## src/rtl/bwm_pkg.sv

```systemverilog
package bwm_pkg;

  // Field widths
  localparam int unsigned CV_W  = 10;  // centivolt values and raw ADC samples
  localparam int unsigned PCT_W = 7;   // charge percentage

  // Raw-to-centivolt scale: floor(raw * 660 / 1024)
  localparam int unsigned CV_SCALE  = 660;
  localparam int unsigned RAW_SHIFT = 10;
  localparam int unsigned PROD_W    = CV_W + RAW_SHIFT;

  localparam logic [CV_W-1:0]  MIN_RESET = '1;  // above any converted sample
  localparam logic [PCT_W-1:0] PCT_FULL  = PCT_W'(100);

  // Divider sizing: dividend holds |mean - empty| * 100, divisor a span
  localparam int unsigned DVD_W     = 17;
  localparam int unsigned DSR_W     = CV_W;
  localparam int unsigned DIV_CNT_W = $clog2(DVD_W);

  // Stream payload widths
  localparam int unsigned IN_TDATA_W  = 24;
  localparam int unsigned OUT_TDATA_W = 24;
  localparam int unsigned OUT_FIELD_W = 2 + CV_W + PCT_W;

  // Configuration register indexes
  typedef enum logic [1:0] {
    REG_SPREAD_LIMIT    = 2'd0,
    REG_EXT_POWER_LIMIT = 2'd1,
    REG_EMPTY_LEVEL     = 2'd2,
    REG_FULL_LEVEL      = 2'd3
  } reg_idx_e;

  localparam logic [CV_W-1:0] SPREAD_RESET    = CV_W'(20);
  localparam logic [CV_W-1:0] EXT_LIMIT_RESET = CV_W'(450);
  localparam logic [CV_W-1:0] EMPTY_RESET     = CV_W'(320);
  localparam logic [CV_W-1:0] FULL_RESET      = CV_W'(410);

  // Sequencer states
  typedef enum logic [2:0] {
    ST_IDLE,
    ST_MEAN,
    ST_PREP,
    ST_PCT,
    ST_DONE
  } seq_state_e;

  // Window statistics after folding in the current sample
  typedef struct packed {
    logic            last;
    logic [CV_W-1:0] min_cv;
    logic [CV_W-1:0] max_cv;
  } win_stat_t;

  function automatic logic [CV_W-1:0] raw_to_cv(input logic [CV_W-1:0] raw);
    logic [PROD_W-1:0] prod;
    prod = PROD_W'(raw) * PROD_W'(CV_SCALE);
    return prod[PROD_W-1:RAW_SHIFT];
  endfunction

endpackage

```

## src/rtl/bwm_div.sv

```systemverilog
module bwm_div import bwm_pkg::*; (
  input  logic             clk_i,
  input  logic             rst_ni,
  input  logic             start_i,
  input  logic [DVD_W-1:0] dividend_i,
  input  logic [DSR_W-1:0] divisor_i,
  output logic             done_o,
  output logic [DVD_W-1:0] quotient_o
);

  logic                 busy_q, busy_d;
  logic                 done_q, done_d;
  logic [DIV_CNT_W-1:0] cnt_q, cnt_d;
  logic [DVD_W-1:0]     dvd_q, dvd_d;
  logic [DSR_W-1:0]     dsr_q, dsr_d;
  logic [DSR_W-1:0]     rem_q, rem_d;
  logic [DSR_W:0]       rem_sh;
  logic [DSR_W:0]       rem_sub;
  logic                 fits;

  // One restoring step: shift in the next dividend bit, subtract if it fits
  assign rem_sh  = {rem_q, dvd_q[DVD_W-1]};
  assign fits    = rem_sh >= {1'b0, dsr_q};
  assign rem_sub = rem_sh - {1'b0, dsr_q};

  always_comb begin
    busy_d = busy_q;
    done_d = 1'b0;
    cnt_d  = cnt_q;
    dvd_d  = dvd_q;
    dsr_d  = dsr_q;
    rem_d  = rem_q;
    if (start_i) begin
      busy_d = 1'b1;
      cnt_d  = '0;
      dvd_d  = dividend_i;
      dsr_d  = divisor_i;
      rem_d  = '0;
    end else if (busy_q) begin
      dvd_d = {dvd_q[DVD_W-2:0], fits};
      rem_d = fits ? rem_sub[DSR_W-1:0] : rem_sh[DSR_W-1:0];
      cnt_d = cnt_q + DIV_CNT_W'(1);
      if (cnt_q == DIV_CNT_W'(DVD_W - 1)) begin
        busy_d = 1'b0;
        done_d = 1'b1;
      end
    end
  end

  always_ff @(posedge clk_i or negedge rst_ni) begin
    if (!rst_ni) begin
      busy_q <= 1'b0;
      done_q <= 1'b0;
      cnt_q  <= '0;
    end else begin
      busy_q <= busy_d;
      done_q <= done_d;
      cnt_q  <= cnt_d;
    end
  end

  always_ff @(posedge clk_i) begin
    dvd_q <= dvd_d;
    dsr_q <= dsr_d;
    rem_q <= rem_d;
  end

  assign done_o     = done_q;
  assign quotient_o = dvd_q;

endmodule

```

## src/rtl/bwm_stats.sv

```systemverilog
module bwm_stats import bwm_pkg::*; #(
  parameter int unsigned SAMPLES = 10,
  parameter int unsigned SUM_W   = 13
) (
  input  logic             clk_i,
  input  logic             rst_ni,
  input  logic             acc_i,
  input  logic [CV_W-1:0]  sample_i,
  output win_stat_t        stat_o,
  output logic [SUM_W-1:0] sum_o
);

  localparam int unsigned CNT_W = $clog2(SAMPLES + 1);

  logic [CNT_W-1:0] cnt_q, cnt_d;
  logic [CV_W-1:0]  min_q, min_d;
  logic [CV_W-1:0]  max_q, max_d;
  logic [SUM_W-1:0] sum_q, sum_d;
  logic [CV_W-1:0]  cv;
  logic [CNT_W-1:0] cnt_nx;
  logic [CV_W-1:0]  min_nx;
  logic [CV_W-1:0]  max_nx;
  logic [SUM_W-1:0] sum_nx;

  assign cv     = raw_to_cv(sample_i);
  assign cnt_nx = cnt_q + CNT_W'(1);
  assign min_nx = (cv < min_q) ? cv : min_q;
  assign max_nx = (cv > max_q) ? cv : max_q;
  assign sum_nx = sum_q + SUM_W'(cv);

  assign stat_o.last   = cnt_nx == CNT_W'(SAMPLES);
  assign stat_o.min_cv = min_nx;
  assign stat_o.max_cv = max_nx;
  assign sum_o         = sum_nx;

  // Fold the sample in, or clear the window on its last sample
  always_comb begin
    cnt_d = cnt_q;
    min_d = min_q;
    max_d = max_q;
    sum_d = sum_q;
    if (acc_i) begin
      if (stat_o.last) begin
        cnt_d = '0;
        min_d = MIN_RESET;
        max_d = '0;
        sum_d = '0;
      end else begin
        cnt_d = cnt_nx;
        min_d = min_nx;
        max_d = max_nx;
        sum_d = sum_nx;
      end
    end
  end

  always_ff @(posedge clk_i or negedge rst_ni) begin
    if (!rst_ni) begin
      cnt_q <= '0;
      min_q <= MIN_RESET;
      max_q <= '0;
      sum_q <= '0;
    end else begin
      cnt_q <= cnt_d;
      min_q <= min_d;
      max_q <= max_d;
      sum_q <= sum_d;
    end
  end

endmodule

```

## src/rtl/battery_window_monitor_unit.sv

```systemverilog
// Battery voltage window monitor. Each transfer on the input stream carries one
// raw battery ADC sample and one raw external-supply sample; both are scaled to
// centivolts as floor(raw*660/1024). Over a window of SAMPLES transfers the unit
// tracks min, max and sum of the battery value. The last transfer of a window
// produces one output transfer: battery_connected (max-min within the spread
// limit), on_battery (external supply at or below its limit), the truncated mean
// voltage and a 0..100 charge percentage mapped linearly between the empty and
// full levels (both zero when not connected). Other transfers produce nothing.
// Sequence: a sample that does not close the window is absorbed without a
// stall. A closing sample holds tready low through ST_MEAN, which forms the
// mean from the registered sum by reciprocal multiplication, ST_PREP, which
// prepares the percentage operands, ST_PCT, where a 17-step restoring divider
// forms the percentage (skipped when not connected or the levels are equal),
// and ST_DONE, which loads the result. A finished result waits in the output
// register without blocking new samples; only a second result that finds that
// register still full holds tready low until the sink takes the first one.
// Configuration writes go through cfg_we_i/cfg_idx_i/cfg_data_i and must only
// happen while the unit is idle.
module battery_window_monitor_unit import bwm_pkg::*; #(
  parameter int unsigned SAMPLES = 10
) (
  input  logic                   clk_i,
  input  logic                   rst_ni,
  // Configuration write port
  input  logic                   cfg_we_i,
  input  logic [1:0]             cfg_idx_i,
  input  logic [CV_W-1:0]        cfg_data_i,
  // Sample stream
  input  logic                   s_axis_tvalid,
  output logic                   s_axis_tready,
  // [9:0] battery_sample, [19:10] ext_supply_sample, [23:20] zero
  input  logic [IN_TDATA_W-1:0]  s_axis_tdata,
  // Result stream
  output logic                   m_axis_tvalid,
  input  logic                   m_axis_tready,
  // [0] battery_connected, [1] on_battery, [11:2] voltage_cv,
  // [18:12] charge_percent, [23:19] zero
  output logic [OUT_TDATA_W-1:0] m_axis_tdata
);

  localparam int unsigned SUM_W = $clog2(SAMPLES * 659 + 1);

  // Mean by reciprocal multiplication: with this shift the rounding error of
  // the reciprocal stays below one step over the whole sum range, so
  // (sum * MEAN_RECIP) >> MEAN_SHIFT equals sum / SAMPLES exactly.
  localparam int unsigned MEAN_SHIFT = SUM_W + $clog2(SAMPLES);
  localparam int unsigned RECIP_W    = MEAN_SHIFT + 1;
  localparam int unsigned MPROD_W    = SUM_W + RECIP_W;
  localparam logic [RECIP_W-1:0] MEAN_RECIP =
    RECIP_W'((2 ** MEAN_SHIFT + SAMPLES - 1) / SAMPLES);

  // Configuration registers
  logic [CV_W-1:0] spread_q, ext_limit_q, empty_q, full_q;

  always_ff @(posedge clk_i or negedge rst_ni) begin
    if (!rst_ni) begin
      spread_q    <= SPREAD_RESET;
      ext_limit_q <= EXT_LIMIT_RESET;
      empty_q     <= EMPTY_RESET;
      full_q      <= FULL_RESET;
    end else if (cfg_we_i) begin
      case (reg_idx_e'(cfg_idx_i))
        REG_SPREAD_LIMIT:    spread_q    <= cfg_data_i;
        REG_EXT_POWER_LIMIT: ext_limit_q <= cfg_data_i;
        REG_EMPTY_LEVEL:     empty_q     <= cfg_data_i;
        REG_FULL_LEVEL:      full_q      <= cfg_data_i;
        default: ;
      endcase
    end
  end

  // Window statistics
  logic             in_acc;
  win_stat_t        stat;
  logic [SUM_W-1:0] sum;
  logic [CV_W-1:0]  ext_cv;
  logic [CV_W-1:0]  spread;

  assign in_acc = s_axis_tvalid && s_axis_tready;
  assign ext_cv = raw_to_cv(s_axis_tdata[2*CV_W-1:CV_W]);
  assign spread = stat.max_cv - stat.min_cv;

  bwm_stats #(
    .SAMPLES (SAMPLES),
    .SUM_W   (SUM_W)
  ) u_stats (
    .clk_i    (clk_i),
    .rst_ni   (rst_ni),
    .acc_i    (in_acc),
    .sample_i (s_axis_tdata[CV_W-1:0]),
    .stat_o   (stat),
    .sum_o    (sum)
  );

  // Sequencer
  seq_state_e state_q, state_d;
  logic       div_done;
  logic [DVD_W-1:0] quot;
  logic       conn_q, onb_q, neg_q;
  logic [SUM_W-1:0] sum_q;
  logic [MPROD_W-1:0] mean_prod;
  logic [CV_W-1:0]  mean_q;
  logic [PCT_W-1:0] pct_q, pct_d;
  logic       out_free;
  logic       win_end;
  logic       pct_div;
  logic       div_start;
  logic       out_load;

  // Percentage operands, taken from the registered mean
  logic            num_neg, den_neg;
  logic [CV_W-1:0] num_abs, den_abs;
  logic [DVD_W-1:0] num_scaled;
  logic [DVD_W-1:0] div_dvd;
  logic [DSR_W-1:0] div_dsr;

  assign mean_prod  = MPROD_W'(sum_q) * MPROD_W'(MEAN_RECIP);

  assign num_neg    = mean_q < empty_q;
  assign num_abs    = num_neg ? (empty_q - mean_q) : (mean_q - empty_q);
  assign den_neg    = full_q < empty_q;
  assign den_abs    = den_neg ? (empty_q - full_q) : (full_q - empty_q);
  assign num_scaled = DVD_W'(num_abs) * DVD_W'(PCT_FULL);
  assign pct_div    = conn_q && (den_abs != '0);
  assign div_dvd    = num_scaled;
  assign div_dsr    = den_abs;

  assign out_free = !m_axis_tvalid || m_axis_tready;
  assign win_end  = in_acc && stat.last;

  always_comb begin
    state_d = state_q;
    case (state_q)
      ST_IDLE: if (win_end)  state_d = ST_MEAN;
      ST_MEAN: state_d = ST_PREP;
      ST_PREP: state_d = pct_div ? ST_PCT : ST_DONE;
      ST_PCT:  if (div_done) state_d = ST_DONE;
      ST_DONE: if (out_free) state_d = ST_IDLE;
      default: state_d = ST_IDLE;
    endcase
  end

  always_comb begin
    s_axis_tready = 1'b0;
    div_start     = 1'b0;
    out_load      = 1'b0;
    case (state_q)
      ST_IDLE: s_axis_tready = 1'b1;
      ST_PREP: div_start = pct_div;
      ST_DONE: out_load = out_free;
      default: ;
    endcase
  end

  always_ff @(posedge clk_i or negedge rst_ni) begin
    if (!rst_ni) begin
      state_q <= ST_IDLE;
    end else begin
      state_q <= state_d;
    end
  end

  bwm_div u_div (
    .clk_i      (clk_i),
    .rst_ni     (rst_ni),
    .start_i    (div_start),
    .dividend_i (div_dvd),
    .divisor_i  (div_dsr),
    .done_o     (div_done),
    .quotient_o (quot)
  );

  // Percentage: zero when not connected, equal levels compare directly, otherwise clamp the quotient
  always_comb begin
    pct_d = pct_q;
    if (state_q == ST_PREP) begin
      if (!conn_q) begin
        pct_d = '0;
      end else if (den_abs == '0) begin
        pct_d = (mean_q >= full_q) ? PCT_FULL : '0;
      end
    end else if (state_q == ST_PCT && div_done) begin
      if (neg_q) begin
        pct_d = '0;
      end else if (quot > DVD_W'(PCT_FULL)) begin
        pct_d = PCT_FULL;
      end else begin
        pct_d = quot[PCT_W-1:0];
      end
    end
  end

  // Result payload registers
  always_ff @(posedge clk_i) begin
    if (win_end && state_q == ST_IDLE) begin
      conn_q <= spread <= spread_q;
      onb_q  <= ext_cv <= ext_limit_q;
      sum_q  <= sum;
    end
    if (state_q == ST_MEAN) begin
      mean_q <= conn_q ? mean_prod[MEAN_SHIFT +: CV_W] : '0;
    end
    if (state_q == ST_PREP) begin
      neg_q <= num_neg ^ den_neg;
    end
    pct_q <= pct_d;
  end

  // Output register: hold the result until the sink takes it
  logic                   out_valid_q;
  logic [OUT_FIELD_W-1:0] out_data_q;

  always_ff @(posedge clk_i or negedge rst_ni) begin
    if (!rst_ni) begin
      out_valid_q <= 1'b0;
    end else if (out_load) begin
      out_valid_q <= 1'b1;
    end else if (m_axis_tready) begin
      out_valid_q <= 1'b0;
    end
  end

  always_ff @(posedge clk_i) begin
    if (out_load) begin
      out_data_q <= {pct_q, mean_q, onb_q, conn_q};
    end
  end

  assign m_axis_tvalid = out_valid_q;
  assign m_axis_tdata  = {(OUT_TDATA_W - OUT_FIELD_W)'(0), out_data_q};

endmodule

```

## config.mk

```make
export PLATFORM = sky130hd
export DESIGN_NAME = battery_window_monitor_unit
export DESIGN_NICKNAME = d
export VERILOG_FILES = /design/src/rtl/bwm_pkg.sv /design/src/rtl/bwm_div.sv /design/src/rtl/bwm_stats.sv /design/src/rtl/battery_window_monitor_unit.sv
export SDC_FILE = /design/constraint.sdc
export NUM_CORES = 1
export LEC_CHECK = 0
export ABC_AREA = 1
export BUFFER_PORTS_ARGS = -buffer_cell sky130_fd_sc_hd__buf_2
export CAP_MARGIN = 20
export CORE_MARGIN = 1
export CORE_UTILIZATION = 60
export DETAILED_ROUTE_END_ITERATION = 8
export PLACE_DENSITY = 0.77
export SYNTH_ARGS = -nofsm -noshare
export SYNTH_HDL_FRONTEND = slang
export SYNTH_HIERARCHICAL = 1
export SYNTH_SLANG_ARGS = --single-unit
```

## constraint.sdc

```tcl
create_clock -name clk_i -period 12.2 [get_ports clk_i]
set_clock_uncertainty 0.05 [all_clocks]
set_input_delay 0.61 -clock clk_i [delete_from_list [all_inputs] [get_ports clk_i]]
set_output_delay 0.61 -clock clk_i [all_outputs]
set_load 0.005 [all_outputs]
```

== Word-level counts from Yosys, hierarchy flattened ==
Cells that the tools add are included.

* Bitwise gates (word level): 1
* Multipliers: 4
* Shift operators: 0
* Muxes and demuxes: 36
* $add $sub $neg: 9
* Div/mod/pow operators: 0
* Eq/ne operators: 13
* $lt $le $gt $ge: 9
* Reduce and logical (&&, ||, !) cells: 20

{| class="wikitable"
|+ Operator list
! cell !! number
|-
| $mux W10 || 7
|-
| $sub A10 B10 Y10 || 6
|-
| $mux W7 || 7
|-
| $mul A10 B8 Y18 const B || 2
|-
| $mux W17 || 2
|-
| $lt A10 B10 Y1 || 3
|-
| $mul A13 B12 Y25 const B || 1
|-
| $le A10 B10 Y1 || 2
|-
| $gt A17 B7 Y1 const B || 1
|-
| $mul A10 B5 Y15 const B || 1
|-
| $pmux W3 S5 || 1
|-
| $add A13 B10 Y13 || 1
|-
| $mux W13 || 1
|-
| $mux W3 || 4
|-
| $ge A11 B10 Y1 || 1
|-
| $mux W1 || 11
|-
| $ge A10 B10 Y1 || 1
|-
| $gt A10 B10 Y1 || 1
|-
| $logic_not A10 Y1 || 1
|-
| $mux W5 || 2
|-
| $reduce_and A2 Y1 || 5
|-
| $reduce_bool A10 Y1 || 1
|-
| $eq A3 B2 Y1 const B || 2
|-
| $reduce_bool A2 Y1 || 3
|-
| other kinds (19) || 25
|}

* Latch bits: 0
* Flip-flop bits (word level): 177
* Bits in writable memories: 0
* Memory bits (read-only): 0
* Memories: 0

== Logic depth before layout (Yosys ltp) ==
Gate-level depths: netlist (run 1).

* Word-level depth: 6
* Gate-level depth with buffers: 43
* Gate-level depth less buffers: 43

== Cells and area by module ==
Netlist (run 1), hierarchy kept.

{| class="wikitable"
|+ Modules (own cells, without submodules)
! module !! area an instance (um^2) !! sequential area each (um^2) !! times used !! cells each
|-
| battery_window_monitor_unit || 11,793.8 || 2,678.8 || 1 || 1,437
|-
| bwm_stats || 4,097.7 || 938.4 || 1 || 539
|-
| bwm_div || 2,464.9 || 1,186.1 || 1 || 301
|}

== Least setup slack after synthesis (run 1) ==
OpenSTA, ideal clock, no wires.

* Path kind: input -> register
* Start: in s_axis_tdata[1]
* End: reg conn_q (data pin)
* Arrival time: 6,180 ps
* Cell stages on the path: 35
* Data required time: 11,896 ps
* Buffers on the path: 1
* Library setup time: 254 ps
* Setup slack: 5,716 ps
* Cells stage by stage: ha_1 -> fa_1 -> inv_1 -> fa_1 -> inv_1 -> ha_1 -> ha_1 -> a21oi_1 -> nand2_1 -> nand2_1 -> nand2_1 -> nand2_1 -> nand2_1 -> ha_1 -> a21oi_1 -> o21ai_0 -> a21oi_1 -> clkbuf_1 -> nand3_1 -> nand2_1 -> ha_1 -> inv_1 -> fa_1 -> nand3_1 -> nand2_1 -> a21oi_1 -> o21bai_1 -> a21oi_1 -> o21ai_0 -> xor2_1 -> ha_1 -> nand2_1 -> inv_1 -> nand2_1 -> a21o_1

{| class="wikitable"
|+ RTL lines
! element !! line !! RTL
|-
| start: declaration || battery_window_monitor_unit.sv:32 || <nowiki>input logic [IN_TDATA_W-1:0] s_axis_tdata,</nowiki>
|-
| end signal: assignment || battery_window_monitor_unit.sv:196 || <nowiki>conn_q <= spread <= spread_q;</nowiki>
|-
| end: declaration || battery_window_monitor_unit.sv:99 || <nowiki>logic conn_q, onb_q, neg_q;</nowiki>
|}

==> summary.md, run 1 <==
| Metric | Value |
|---|---|
| Unrepaired setup endpoints after global routing | false |
| Worst slack at placement | 4.33 ns |
| Mapped Cells | 2,277 |
| Setup TNS | 0 ns |
| Iter 0 DRT Violations | 828 |
| First-pass GRT wire length | 65,200 um |
| Hold slack | 0.371 ns |
| Syn. warnings | 6 |
| Crit path max-delay cell type | a21oi_1 |
| Die width | 177 um |
| Worst Tran Pin Value | 0.914 ns |
| Ys flop type | edfxtp_1 |
| HP Class | reg -> reg |
| Synth top area share | 23.2% |
| Nets | 2,785 |
| Wl on met1 | 17,300 um |
| CTS Sinks | 177 |
| Multi-input logic area | 11,700 um2 |
| Post-synth top area cell | ha_1 |
| IO Count | 67 |
| Fill cell count | 2,550 |
| Crit. End Element | flop |
| Crit path largest cell delay | 0.71 ns |
| Post-Syn Area | 18,400 um2 |
| Top-count cell post-synth | nand2_1 |
| Met3 Wirelength | 1160 um |
| Max Root-Sink Buffers | 2 |
| Fin. max-slew vios | 0 |
| WL met2 | 19,600 um |
| Post-synth EDFFs | 79 |
| CTS tree | done |
| Arr. time, crit path | 7.57 ns |
| GR Util All Layers | 25.8% |
| CTS buffer count | 17 |
| Max Freq | 0.135 GHz |
| DRC | 0 |
| Syn Area/Cell | 8.06 um2 |
| CTS clk-pin slew, worst paths | 0.08 ns |
| Gpl congestion | 0.949 |
| Startpoint Class | input port |
| Initial core utilization | 61.4% |
| Crit path kind | in -> reg |
| Sequential cell area | 4800 um2 |
| Worst skew pair latency | 0.44 ns |
| Post-synthesis sequential area ratio | 26.2% |
| Vias per cell | 5.36 |
| MaxCap Viol Count | 0 |
| Synth area leaders | ha_1 (23%), edfxtp_1 (13%), nand2_1 (11%) |
| Gr ovfl total | 0 |
| Required @ worst endpoint | 12.34 ns |
| Yosys reg bits | 177 |
| Post-synthesis async set-or-reset flop share | 49.7% |
| CP dominant cell by count | nand2_1 |
| Initial antenna violation count | 0 |
| Tcrit/Tclk final | 60.9% |
| Final wirelength | 39,100 um |
| H-tree depth | 4 |
| Vias in the first global route | 14,300 |
| Max layer used | met4 |
| Via count | 14,700 |
| Headroom to the max-slew limit | 38.9% |
| CORE AREA | 29,900 um2 |
| Area Growth Syn to Fin | 6.87% |
| Share of post-route cells with drive strength above 1 | 8.28% |
| DRT Pass-1 Iters | 5 |
| Cell variety after synth | 57 |
| Rows | 63 |
| Diode count | 0 |
| Synth cell count leaders | nand2_1 (520), inv_1 (445), ha_1 (340) |
| Die height | 177 um |
| CTS root buf | clkbuf_16 |
| Util after Layout | 65.7% |
| Die area | 31,300 um2 |
| Antenna Nets Post-Route | 0 |
| Final WS setup | 4.77 ns |
| Port bufs | 57 |
| Status | finished clean |
| Wire per inst | 14.3 um |
| Final hold vios | 0 |
| Largest net degree at the start of global routing | 82 |
| Setup Viol. Count Final | 0 |
| Post-CTS sizing | 0 |
| Clock period minus worst slack | 7.43 ns |
| HPWL Detailed | 31,900 um |
| Critical path peak fanout | 11 |
[per-stage QoR]
stage          std cells  cell area [um2]
2_1_floorplan       2283            18400
3_3_place_gp        2699            19000
3_5_place_dp        2699            19000
4_1_cts             2732            19600
5_1_grt             2734            19600
6_report            2734            19600
[per-layer routing]
| metal | up-vias | track usage [%] |
|---|---|---|
| met5 | - | 0 |
| met4 | 0 | 8.62 |
| met3 | 55 | 3.18 |
| met2 | 270 | 45.8 |
| met1 | 6870 | 32.3 |
| li1 | 7468 | - |
[state kept, by name, summed over array words and instances, names as in the netlist, 3 cells and up]
name / cells
out_data_q: 19
u_div/quotient_o: 17
sum_q: 13
u_stats/sum_q: 13
empty_q: 10
ext_limit_q: 10
full_q: 10
mean_q: 10
spread_q: 10
u_div/dsr_q: 10
u_div/rem_q: 10
u_stats/max_q: 10
u_stats/min_q: 10
pct_q: 7
u_div/cnt_q: 5
u_stats/cnt_q: 4
state_q: 3
[worst paths after layout]
check,end,startpoint,depth (start not counted),slack [ns]
setup / recovery,conn_q,s_axis_tdata[1],35,4.77
hold / removal,out_data_q[14],pct_q[2],0,0.37
setup reg to reg,u_div/quotient_o[16],mean_q[0],31,6.55
hold reg to reg,out_data_q[14],pct_q[2],0,0.37
max in group asynchronous,u_stats/min_q[6],rst_ni,4,10.66
min in group asynchronous,u_div/cnt_q[1],rst_ni,2,0.48
[area by class of cell]
cell class | count | share of cell area (%)
clock buffers | 18 | 2.24
clock inverters | 14 | 0.784
inverters | 452 | 8.66
multi-input cells | 1621 | 59.5
flip-flops and latches | 177 | 24.5
well taps | 390 | 2.49
repair buffers | 62 | 1.81
[timing repair]
| item | CTS | global route |
|---|---|---|
| setup buffers | 0 | 0 |
| hold endpoints to repair | 7 | 0 |
| hold buffers | 1 | 0 |
[logic make-up after synthesis]
kind of cell             after synthesis  synth area share [%]
AND/OR/NAND/NOR                      812                  19.1
buffers and inverters                485                  10.3
adder cells (fa/ha/maj)              413                  31.1
AO/OA/AOI/OAI                        322                  10.1
flip-flops                           177                  26.2
XOR/XNOR                              67                  3.20
other                                  1                0.0204
[critical path: cells and delay by family]
kind	cells	cell delay (ns)
buf+inv	4	0.25
simple gates	12	1.36
xor+xnor	1	0.27
fa+ha+maj	8	2.83
compound gates	10	2.22
[cells in the final DEF, fill, tap and decap left out, drive strengths merged, types with 14 or more instances in the layout]
cell    count
a21oi     124
buf        61
clkbuf     18
dfrtp      65
dfstp      23
edfxtp     79
fa         73
ha        340
inv       456
nand2     546
nand3     101
nand4      22
nor2      103
nor3       14
o21ai     136
xor2       54
Power of run 1 is left out: the tool's default activity adds up to more than one toggle a clock period on the data nets, which glitch-free logic cannot reach.
==> inputs of run 2 (changes only) <==
--- a/config.mk
+++ b/config.mk
@@ -9,7 +9,7 @@
 export BUFFER_PORTS_ARGS = -buffer_cell sky130_fd_sc_hd__buf_2
 export CAP_MARGIN = 20
 export CORE_MARGIN = 1
-export CORE_UTILIZATION = 60
+export CORE_UTILIZATION = 58
 export DETAILED_ROUTE_END_ITERATION = 8
 export PLACE_DENSITY = 0.77
 export SYNTH_ARGS = -nofsm -noshare
==> constraint.sdc (replaced) <==
create_clock -name clk_i -period 6.6 [get_ports clk_i]
set_clock_uncertainty 0.05 [all_clocks]
set_input_delay 0.33 -clock clk_i [delete_from_list [all_inputs] [get_ports clk_i]]
set_output_delay 0.33 -clock clk_i [all_outputs]
set_load 0.005 [all_outputs]
==> run 2 against run 1 <==
Net effect: first-iteration DRC count rose by 5.9%; utilization decreased by 1.2 points; worst hold slack got worse by 0.23 ns; critical path depth grew 2; largest cell class unchanged; flip-flop and latch count stayed put; global-route usage shrank 0.49 points; wire length up 3.0%; the run now ends with DRC left; critical endpoint unchanged; die area rose by 3.4%; cell area rose by 1.3%; via count rose by 0.25%.
==> summary.md, run 2 (synthesized netlist as in run 1, its figures left out) <==
| Metric | Value |
|---|---|
| Crit path largest cell delay | 0.48 ns (-0.23 ns) |
| Placed Cells | 2,726 (+1.0%) |
| Setup Viol. Count Final | 0 (unchanged) |
| Failing checks | DRC |
| Die area | 32,400 um2 (+3.4%) |
| Setup TNS | 0 ns (unchanged) |
| R2R setup slack | 0.86 ns (-5.69 ns) |
| Hold path cells | 4 (+4) |
| Reg2Reg Depth | 30 (-3.2%) |
| Via count | 14,700 (+0.25%) |
| HPWL Detailed | 32,600 um (+2.0%) |
| Gr ovfl total | 0 (unchanged) |
| Initial antenna violation count | 0 (unchanged) |
| CTS root buf | clkbuf_16 |
| Startpoint Class | input port |
| Worst Tran Pin Value | 1.06 ns (+0.150 ns) |
| HP Class | in -> reg |
| Vias in the first global route | 14,600 (+2.1%) |
| Clock period minus worst slack | 6.23 ns |
| Final cell count without fillers | 2,762 (+1.0%) |
| Crit. End Element | flop |
| Max Freq | 0.161 GHz |
| Hold Path End | m_axis_tvalid |
| Largest net degree at the start of global routing | 78 (-4.9%) |
| CP dominant cell by count | nand2_1 |
| GR Util All Layers | 25.3% (-0.49 points) |
| DRC | 3 (+3) |
| Share of post-route cells with drive strength above 1 | 9.81% (+1.5 points) |
| Hold slack | 0.143 ns (-0.228 ns) |
| DRT Pass-1 Iters | 7 (+2) |
| Critical path peak fanout | 9 (-2) |
| CTS clk-pin slew, worst paths | 0.07 ns (about the same) |
| IO Count | 67 (unchanged) |
| First-pass GRT wire length | 67,200 um (+3.0%) |
| Final wirelength | 40,200 um (+3.0%) |
| Crit path kind | in -> reg |
| CTS buffer count | 17 (unchanged) |
| Arr. time, crit path | 6.49 ns (-1.08 ns) |
| Die height | 180 um (+1.7%) |
| Reg with most FFs | out_data_q |
| Nets | 2,807 (+0.79%) |
| CORE AREA | 30,800 um2 (+3.2%) |
| Tcrit/Tclk final | 94.4% |
| Commonest non-fill, non-tap cell in the layout | nand2_1 |
| Port bufs | 57 (unchanged) |
| Worst r2r dst | u_div/quotient_o[16] |
| Initial core utilization | 59.5% (-1.9 points) |
| Worst skew pair latency | 0.45 ns (about the same) |
| Vias per cell | 5.32 (-0.77%) |
| Reg-to-Reg Start | empty_q[3] |
| Headroom to the max-slew limit | 29.0% (-9.9 points) |
| Crit path max-delay cell type | fa_1 |
| Max Root-Sink Buffers | 2 (unchanged) |
| Gpl congestion | 0.933 (-1.7%) |
| Status | finished with violations |
| Antenna Nets Post-Route | 0 (unchanged) |
| H-tree depth | 4 (unchanged) |
| Most frequent cells in the layout | nand2_1 (518), inv_1 (445), ha_1 (334) |
| CTS tree | done |
| Max reg flops | 19 (unchanged) |
| Required @ worst endpoint | 6.86 ns (-5.48 ns) |
| Rows | 64 (+1.6%) |
| MaxCap Viol Count | 0 (unchanged) |
| Wire per inst | 14.6 um (+1.9%) |
| Area Growth Syn to Fin | 8.31% |
| Startpoint of the worst hold path | m_axis_tready |
| Fin. max-slew vios | 0 (unchanged) |
| Iter 0 DRT Violations | 877 (+5.9%) |
| Die width | 180 um (+1.7%) |
| CTS Sinks | 177 (unchanged) |
| Diode count | 0 (unchanged) |
| Final hold vios | 0 (unchanged) |
==> run 2: worst max path at each step <==
| stage | start | end | slack, ns | cells past startpoint |
|---|---|---|---|---|
| 5_1_grt | s_axis_tdata[1] | conn_q | -0.02 | 38 |
| 3_3_place_gp | s_axis_tdata[1] | conn_q | 0.01 | 37 |
| 4_1_cts | s_axis_tdata[1] | conn_q | 0.19 | 37 |
| 3_5_place_dp | s_axis_tdata[1] | conn_q | -0.24 | 37 |
| 2_1_floorplan | s_axis_tdata[1] | conn_q | 0.40 | 35 |
| 6_report | s_axis_tdata[1] | conn_q | 0.37 | 37 |
==> run 2: what timing repair did <==
action	in CTS	in global routing
resized for setup	0	20
setup buffers	0	2
hold buffers	1	0
setup endpoints to repair	0	1
hold endpoints to repair	11	0
==> run 2: per-layer routing <==
metal	global-route usage [%]	vias up	wire length [um]
met5	0	-	0
met1	31.4	6871	18100
li1	-	7521	-
met2	45.8	253	20100
met4	7.69	0	881
met3	3.02	54	1210
==> run 2: area by class of cell <==
cell class	count	area [um2]
repair buffers	84	505
clock buffers	18	429
multi-input cells	1621	11800
fillers	2590	10900
clock inverters	14	154
flip-flops and latches	177	4800
well taps	396	495
inverters	452	1700
==> run 2: critical path: cells and delay by family <==
family                     cells  cell delay, ns
AOI/OAI and AO/OA              8            1.12
and+or+nand+nor               13            1.31
buffers and inverters          7            0.71
xor gates and xnor gates       1            0.16
adders and majority gates      8            2.86
==> run 2: per-stage QoR <==
| step | instance area, um2 | utilization, % | setup WS, ns |
|---|---|---|---|
| 3_5_place_dp | 19100 | 62.1 | -0.236 |
| 3_3_place_gp | 19100 | 62.1 | 0.0135 |
| 4_1_cts | 19700 | 64.0 | 0.194 |
| 5_1_grt | 19900 | 64.5 | -0.0182 |
| 2_1_floorplan | 18400 | - | 0.396 |
| 6_report | 19900 | 64.5 | 0.371 |
Power of run 2 is left out for the same reason.
==> inputs of run 3 (changes only) <==
--- a/config.mk
+++ b/config.mk
@@ -5,11 +5,11 @@
 export SDC_FILE = /design/constraint.sdc
 export NUM_CORES = 1
 export LEC_CHECK = 0
-export ABC_AREA = 1
 export BUFFER_PORTS_ARGS = -buffer_cell sky130_fd_sc_hd__buf_2
 export CAP_MARGIN = 20
 export CORE_MARGIN = 1
 export CORE_UTILIZATION = 58
+export CTS_CLUSTER_SIZE = 40
 export DETAILED_ROUTE_END_ITERATION = 8
 export PLACE_DENSITY = 0.77
 export SYNTH_ARGS = -nofsm -noshare
==> run 3 against run 2 <==
Net effect: the run ends with setup timing left; critical path type unchanged; utilization up 3.4 points; register-to-register slack got worse by 0.62 ns; fmax decreased by 8.9%; highest routed layer unchanged; worst hold slack worse by 0.032 ns; first-iteration DRC count is 28% lower.
==> summary.md, run 3 <==
| Metric | Value |
|---|---|
| Status | finished with violations |
| Failing checks | setup timing |
| Vias in the first global route | 13,200 (-9.5%) |
| Clock period minus worst slack | 6.84 ns (+0.608 ns) |
| GRT busiest layer | met2 |
| Most frequent cells in the layout | ha_1 (326), inv_1 (265), buf_4 (110) |
| Post-synthesis sequential area ratio | 27.9% (+1.7 points) |
| Setup Viol. Count Final | 1 (+1) |
| Worst Tran Pin Value | 0.877 ns (-0.188 ns) |
| Diode count | 0 (unchanged) |
| Iter 0 DRT Violations | 629 (-28%) |
| Port bufs | 57 (unchanged) |
| Max Root-Sink Buffers | 2 (unchanged) |
| Post-synth top area cell | ha_1 |
| MaxCap Viol Count | 0 (unchanged) |
| Syn Area/Cell | 10.2 um2 (+27%) |
| CTS tree | done |
| Initial core utilization | 59.5% (about the same) |
| Rows | 62 (-3.1%) |
| GR Util All Layers | 25.6% (+0.31 points) |
| Post-Syn Area | 17,200 um2 (-6.2%) |
| Largest net degree at the start of global routing | 48 (-38%) |
| CP top delay family | adder cells |
| Die width | 174 um (-3.1%) |
| Gr ovfl total | 0 (unchanged) |
| Antenna Nets Post-Route | 0 (unchanged) |
| Crit path kind | in -> reg |
| Syn. warnings | 6 (unchanged) |
| Reg with most FFs | out_data_q |
| Initial antenna violation count | 0 (unchanged) |
| IO Count | 67 (unchanged) |
| Fill cell count | 2,130 (-18%) |
| Wire per inst | 17.0 um (+17%) |
| Die area | 30,400 um2 (-6.2%) |
| Arr. time, crit path | 6.99 ns (+0.50 ns) |
| Nets | 2,299 (-18%) |
| Final hold vios | 0 (unchanged) |
| Commonest non-fill, non-tap cell in the layout | ha_1 |
| Max Freq | 0.146 GHz (-8.9%) |
| M3 GR Usage | 3.50% (+0.48 points) |
| Final wirelength | 38,200 um (-5.1%) |
| Critical path buffer and inverter count | 5 (-2) |
| Yosys reg bits | 177 (unchanged) |
| Startpoint Class | input port |
| Ys flop type | edfxtp_1 |
| Crit. End Element | flop |
| First-pass GRT wire length | 62,700 um (-6.6%) |
| Critical path peak fanout | 3 (-6) |
| Final WS setup | -0.237 ns (-0.608 ns) |
| Die height | 174 um (-3.1%) |
| Cell variety after synth | 88 (+54%) |
| CTS Sinks | 177 (unchanged) |
| Post-synthesis async set-or-reset flop share | 49.7% (unchanged) |
| CTS clk-pin slew, worst paths | 0.07 ns (about the same) |
| Worst skew pair latency | 0.45 ns (about the same) |
| Share of post-route cells with drive strength above 1 | 20.5% (+11 points) |
| Max reg flops | 19 (unchanged) |
| Vias per cell | 5.68 (+6.7%) |
| Area Growth Syn to Fin | 14.2% |
| Mapped Cells | 1,682 (-26%) |
| Crit path max-delay cell type | fa_1 |
| Required @ worst endpoint | 6.75 ns (-0.11 ns) |
| Gpl congestion | 0.924 (-0.93%) |
| HPWL Detailed | 29,500 um (-9.3%) |
| CP dominant cell by count | ha_4 |
| Worst slack at placement | -0.798 ns (-0.561 ns) |
| Headroom to the max-slew limit | 41.6% (+13 points) |
| H-tree depth | 4 (unchanged) |
| HP Class | in -> reg |
| Synth area leaders | ha_1 (25%), edfxtp_1 (14%), dfrtp_1 (9.4%) |
| CTS buffer count | 17 (unchanged) |
| GR Util met2 | 45.7% (-0.074 points) |
| Crit path largest cell delay | 0.49 ns (about the same) |
| DRT Pass-1 Iters | 5 (-2) |
| Top-count cell post-synth | ha_1 |
| Post-synth EDFFs | 79 (unchanged) |
| Fin. max-slew vios | 0 (unchanged) |
| CORE AREA | 28,900 um2 (-6.1%) |
| Tcrit/Tclk final | 104% (+9.2 points) |
| CTS root buf | clkbuf_16 |
| Synth cell count leaders | ha_1 (340), inv_1 (269), edfxtp_1 (79) |
| Synth top area share | 24.7% (+1.5 points) |
| M1 GR Usage | 31.4% (about the same) |
| DRC | 0 (-3) |
| Via count | 12,700 (-13%) |
| Unrepaired setup endpoints after global routing | true |
==> run 3: worst paths after layout <==
path / startpoint / end / slack, ns / cells after the start
worst max-delay path: s_axis_tdata[2] / conn_q / -0.24 / 34
worst min-delay path: cfg_data_i[2] / spread_q[2] / 0.11 / 3
worst max register to register: mean_q[0] / u_div/quotient_o[16] / 0.24 / 26
worst min register to register: pct_q[1] / out_data_q[13] / 0.37 / 0
max in group asynchronous: rst_ni / u_div/cnt_q[0] / 5.08 / 3
min in group asynchronous: rst_ni / u_stats/max_q[0] / 0.37 / 2
==> run 3: per-stage QoR <==
stage	cell area (um2)	instances	util (%)	setup TNS, ns	hold WS (ns)
after detailed placement	18600	2185	64.1	-0.798	0.317
after CTS	19400	2228	67.0	-0.132	0.102
final	19700	2242	67.9	-0.237	0.111
after floorplan	17300	1688	-	-0.533	-0.0156
after global routing	19700	2242	67.9	-0.561	0.122
after global placement	18600	2185	64.1	-0.598	0.316
==> run 3: area by class of cell <==
| type | instances | area, um2 | area share, % |
|---|---|---|---|
| Multi-Input combinational cell | 1208 | 11600 | 59.0 |
| Sequential cell | 177 | 4800 | 24.4 |
| Timing Repair Buffer | 170 | 1170 | 5.98 |
| Inverter | 271 | 1020 | 5.19 |
| Tap cell | 384 | 480 | 2.44 |
| Clock buffer | 17 | 425 | 2.16 |
| Clock inverter | 15 | 150 | 0.764 |
==> run 3: cells by family (layout without fill, tap and decap cells) <==
kind of cell / Yosys count / after routing / synth area share, %
xor gates and xnor gates: 86 / 86 / 4.38
DFF: 177 / 177 / 27.9
other: 1 / 7 / 0.0218
buffers and inverters: 303 / 473 / 7.11
muxes: 90 / 90 / 5.76
adders and majority gates: 413 / 413 / 33.2
and+or+nand+nor: 310 / 310 / 9.21
AOI/OAI and AO/OA: 302 / 302 / 12.4
==> run 3: what timing repair did <==
action | 4_1_cts | 5_1_grt
buffers inserted | 10 | 14
resized for setup | 36 | 29
endpoints found under the hold margin | 30 | 0
setup endpoints to repair | 1 | 2
cloned | 0 | 0
pin swaps | 32 | 38
hold buffers | 1 | 0
==> run 3: tightest hold or removal path: stages <==
cell and delay (ns):
buf_2 0.14, nand2_1 0.06, o21ai_0 0.07
==> run 3: metal layers <==
metal,vias to the layer above,routed length (um)
li1,6222,-
met1,6192,16400
met2,246,19600
met3,72,1220
met4,0,1040
met5,-,0
Power of run 3 is left out for the same reason.
